[src/hw/rtl/les_pkg.sv]
// Shared types and constants for the largest empty square finder.
`default_nettype none

package les_pkg;

   localparam int SIZE_W     = 11;
   localparam int COORD_W    = 10;
   localparam int CSR_ADDR_W = 3;
   localparam int CSR_DATA_W = 32;
   localparam int CSR_IDX_W  = CSR_ADDR_W - 2;

   typedef logic [SIZE_W-1:0]     size_type;
   typedef logic [COORD_W-1:0]    coord_type;
   typedef logic [CSR_ADDR_W-1:0] csr_addr_type;
   typedef logic [CSR_DATA_W-1:0] csr_data_type;
   typedef logic [CSR_IDX_W-1:0]  csr_idx_type;

   localparam csr_idx_type REG_GRID_WIDTH   = CSR_IDX_W'(0);
   localparam size_type    GRID_WIDTH_RESET = SIZE_W'(1024);

endpackage

`default_nettype wire

[src/hw/rtl/les_csr.sv]
// APB-style register port holding the grid width.
`default_nettype none

module les_csr (
   input  wire                   clock,
   input  wire                   reset,
   input  wire                   psel,
   input  wire                   penable,
   input  wire                   pwrite,
   input  les_pkg::csr_addr_type paddr,
   input  les_pkg::csr_data_type pwdata,
   output les_pkg::csr_data_type prdata,
   output logic                  pready,
   output les_pkg::size_type     grid_width
);
   import les_pkg::*;

   size_type    grid_width_ff;
   size_type    grid_width_in;
   csr_idx_type reg_idx;
   logic        wr_en;

   assign pready  = 1'b1;
   assign reg_idx = paddr[CSR_ADDR_W-1:2];
   assign wr_en   = psel && penable && pwrite && pready;

   always_comb begin
      grid_width_in = grid_width_ff;
      if (wr_en && (reg_idx == REG_GRID_WIDTH)) begin
         grid_width_in = pwdata[SIZE_W-1:0];
      end
   end

   always_ff @(posedge clock) begin
      if (reset) begin
         grid_width_ff <= GRID_WIDTH_RESET;
      end else begin
         grid_width_ff <= grid_width_in;
      end
   end

   always_comb begin
      unique case (reg_idx)
         REG_GRID_WIDTH: prdata = CSR_DATA_W'(grid_width_ff);
         default:        prdata = '0;
      endcase
   end

   assign grid_width = grid_width_ff;

endmodule

`default_nettype wire

[config.mk]
export PLATFORM = sky130hd
export DESIGN_NAME = les_csr
export DESIGN_NICKNAME = d
export VERILOG_FILES = /design/src/hw/rtl/les_pkg.sv /design/src/hw/rtl/les_csr.sv
export SDC_FILE = /design/constraint.sdc
export NUM_CORES = 1
export LEC_CHECK = 0
export BUFFER_PORTS_ARGS = -buffer_cell sky130_fd_sc_hd__buf_2
export CORE_ASPECT_RATIO = 0.9
export CORE_UTILIZATION = 36
export DETAILED_ROUTE_END_ITERATION = 7
export PLACE_DENSITY = 0.84
export SLEW_MARGIN = 15
export SYNTH_ARGS = -nofsm -noshare
export SYNTH_HDL_FRONTEND = slang
export SYNTH_SLANG_ARGS = --single-unit
[constraint.sdc]
create_clock -name clock -period 1.7 [get_ports clock]
set_input_delay 0.34 -clock clock [delete_from_list [all_inputs] [get_ports clock]]
set_output_delay 0.34 -clock clock [all_outputs]
set_load 0.02 [all_outputs]
==> results.py <==
metrics = {
    "sta": {
        "max_freq_mhz": 795,
        "finalSetupTns_ps": 0,
        "hold_violations": 0,
        "rsz0062_at_grt": "no",
        "whs_ps": 327,
        "period_needed_ps": 1260,
        "setup_violations": 0,
        "post-route-period-util_pct": 74.0,
        "fin_skew_ps": 0,
        "drv_slew": 0,
    },
    "worst_setup_path": {
        "worstPathRequired_ps": 1360,
        "regToRegEndpoint": "grid_width[3]",
        "cp-start-kind": "flip-flop",
        "crit_end": "prdata[9]",
        "critPathCaptureType": "output pin",
        "path_class": "flip-flop to output pin",
        "critPathLaunch": "grid_width[9]",
        "r2r_cells": 2,
        "crit_fanout": 3,
        "critPathArrivalTime_ps": 920,
        "rr_startpoint": "grid_width[3]",
        "rrSetupSlack_ps": 1090,
    },
    "clock_tree": {
        "htree_num_levels": 1,
        "worstSkewPairLatency_ps": 260,
        "clk_pin_slew_ps": 70,
        "cts_sinks": 11,
        "cts_root_buffer": "clkbuf_4",
        "post_cts_buffers": 0,
        "hold_buffers": 0,
        "clock_path_buffers": 2,
        "numCtsBuffers": 3,
        "postCtsResizedCells": 0,
        "tritoncts": "done",
    },
    "routing": {
        "wire_per_inst_um": 8.23,
        "drtIter0Drc": 1,
        "viasPerCell": 3.88,
        "remaining_drc_errors": 0,
        "postRouteAntennaNets": 0,
        "vias": 563,
        "first_pass_iters": 3,
        "routed_wl_um": 1190,
    },
    "grt": {
        "grt_first_pass_wirelength_um": 1860,
        "track_usage_pct": 11.2,
        "grt_max_degree": 23,
        "antenna_found_initial": 0,
        "grt.overflow.total": 0,
        "grt_pass1_vias": 434,
    },
    "final_layout": {
        "final_layout_size_suffix_gt1_share_pct": 35.8,
        "stdcell_count": 145,
        "largest_register_ffs": 11,
        "syn2layout_area_growth_pct": 16.8,
        "antenna_cells": 0,
        "nFillCells": 196,
        "nets": 161,
    },
    "worst_hold_path": {
        "min_path_type": "primary input to flip-flop",
    },
    "floorplanning": {
        "chipWidth_um": 50.2,
        "rows": 15,
        "start_util_pct": 38.9,
        "core_sq_um": 1930,
        "die_h_um": 45.4,
        "die_area_sq_um": 2280,
        "io_pins": 84,
    },
    "place": {
        "dp.cells": 141,
        "finalWeightedCongestion": 0.643,
        "numPortBuffers": 38,
        "dp.final_hpwl_um": 942,
    },
    "pwr": {
        "vdd_ir_drop_max_v": 0.000588,
        "p_leak_nw": 0.456,
        "power_density_nw_per_um2": 634,
    },
    "synth": {
        "yosys_warnings": 0,
        "ys_ff_latch": 11,
        "syn_inst": 84,
        "syn-cell-area_sq_um": 752,
        "avgSynthCellArea_sq_um": 8.95,
        "yosysUniqueCellTypes": 12,
        "seq_area_frac_synth_pct": 29.3,
    },
    "flow_run": {
        "maxCapViolations": 0,
    },
    "run_status": {
        "status": "completed",
    },
}
## cell usage after synthesis (all sizes together)
library cell | count | area [sq um]
mux2i | 11 | 110
nor2 | 2 | 7.51
and4b | 1 | 13.8
and2b | 1 | 7.51
clkbuf | 2 | 7.51
buf | 24 | 190
conb | 2 | 7.51
nor2b | 10 | 62.6
dfxtp | 11 | 220
nand2b | 20 | 125
## metal layers
layer	vias to the layer above	global-route usage [%]	part of all wire [%]	routed length, um
li1	288	-	-	-
met1	237	13.3	44	529
met2	38	18.4	44	524
met3	0	6.73	12	140
met4	0	0	0	0
met5	-	0	0	0
## layout make-up
cell class	count	area [sq um]	share of cell area [%]
Sequential cell	11	220	25.1
Multi-Input combinational cell	67	409	46.6
Timing Repair Buffer	38	190	21.7
Clock buffer	3	22.5	2.56
Tap cell	25	31.3	3.56
Clock inverter	1	5.00	0.570
## placed cells by master, fill, tap and decap left out
cell type / instances
nor2_1: 2
buf_2: 38
nand2b_1: 20
and4b_4: 1
conb_1: 22
mux2i_1: 11
nor2b_1: 10
and2b_1: 1
dfxtp_1: 11
clkinv_2: 1
clkbuf_4: 3
## power by group
group          switching, mW  internal (mW)  leakage (nW)
logic                 0.0808         0.0378         0.350
registers            0.00353          0.263        0.0891
clock network         0.0849         0.0869        0.0177
## logic make-up (layout without fill, tap and decap cells)
| kind of cell | after synthesis | after routing | share of synthesized area [%] |
|---|---|---|---|
| buffers and inverters | 26 | 42 | 26.3 |
| other | 2 | 22 | 0.999 |
| DFF | 11 | 11 | 29.3 |
| muxes | 11 | 11 | 14.6 |
| and+or+nand+nor | 34 | 34 | 28.8 |
## worst max-delay path: stages, from the launching register on
cell and delay, ps:
dfxtp_1 360, nor2b_1 120, buf_2 170
## per-stage QoR
step                cell area (sq um)  setup WS (ps)  util, %  power, mW
finish                            878            442     45.4      0.557
global route                      878            371     45.4      0.597
CTS                               878            427     45.4      0.570
detailed placement                851            348     44.0      0.393
global placement                  851            385     44.0      0.390
floorplan                         827            548        -      0.402
## worst min path at each step
stage / start / to / slack (ps) / depth (start not counted)
final: pwdata[6] / grid_width[6] / 330 / 3
after global routing: pwdata[0] / grid_width[0] / 320 / 3
after CTS: pwdata[6] / grid_width[6] / 320 / 3
after detailed placement: grid_width[4] / grid_width[4] / 470 / 2
after global placement: grid_width[2] / grid_width[2] / 460 / 2
after floorplan: pwdata[5] / grid_width[5] / 490 / 2
Note: power is estimated with default switching activity, not from simulation.
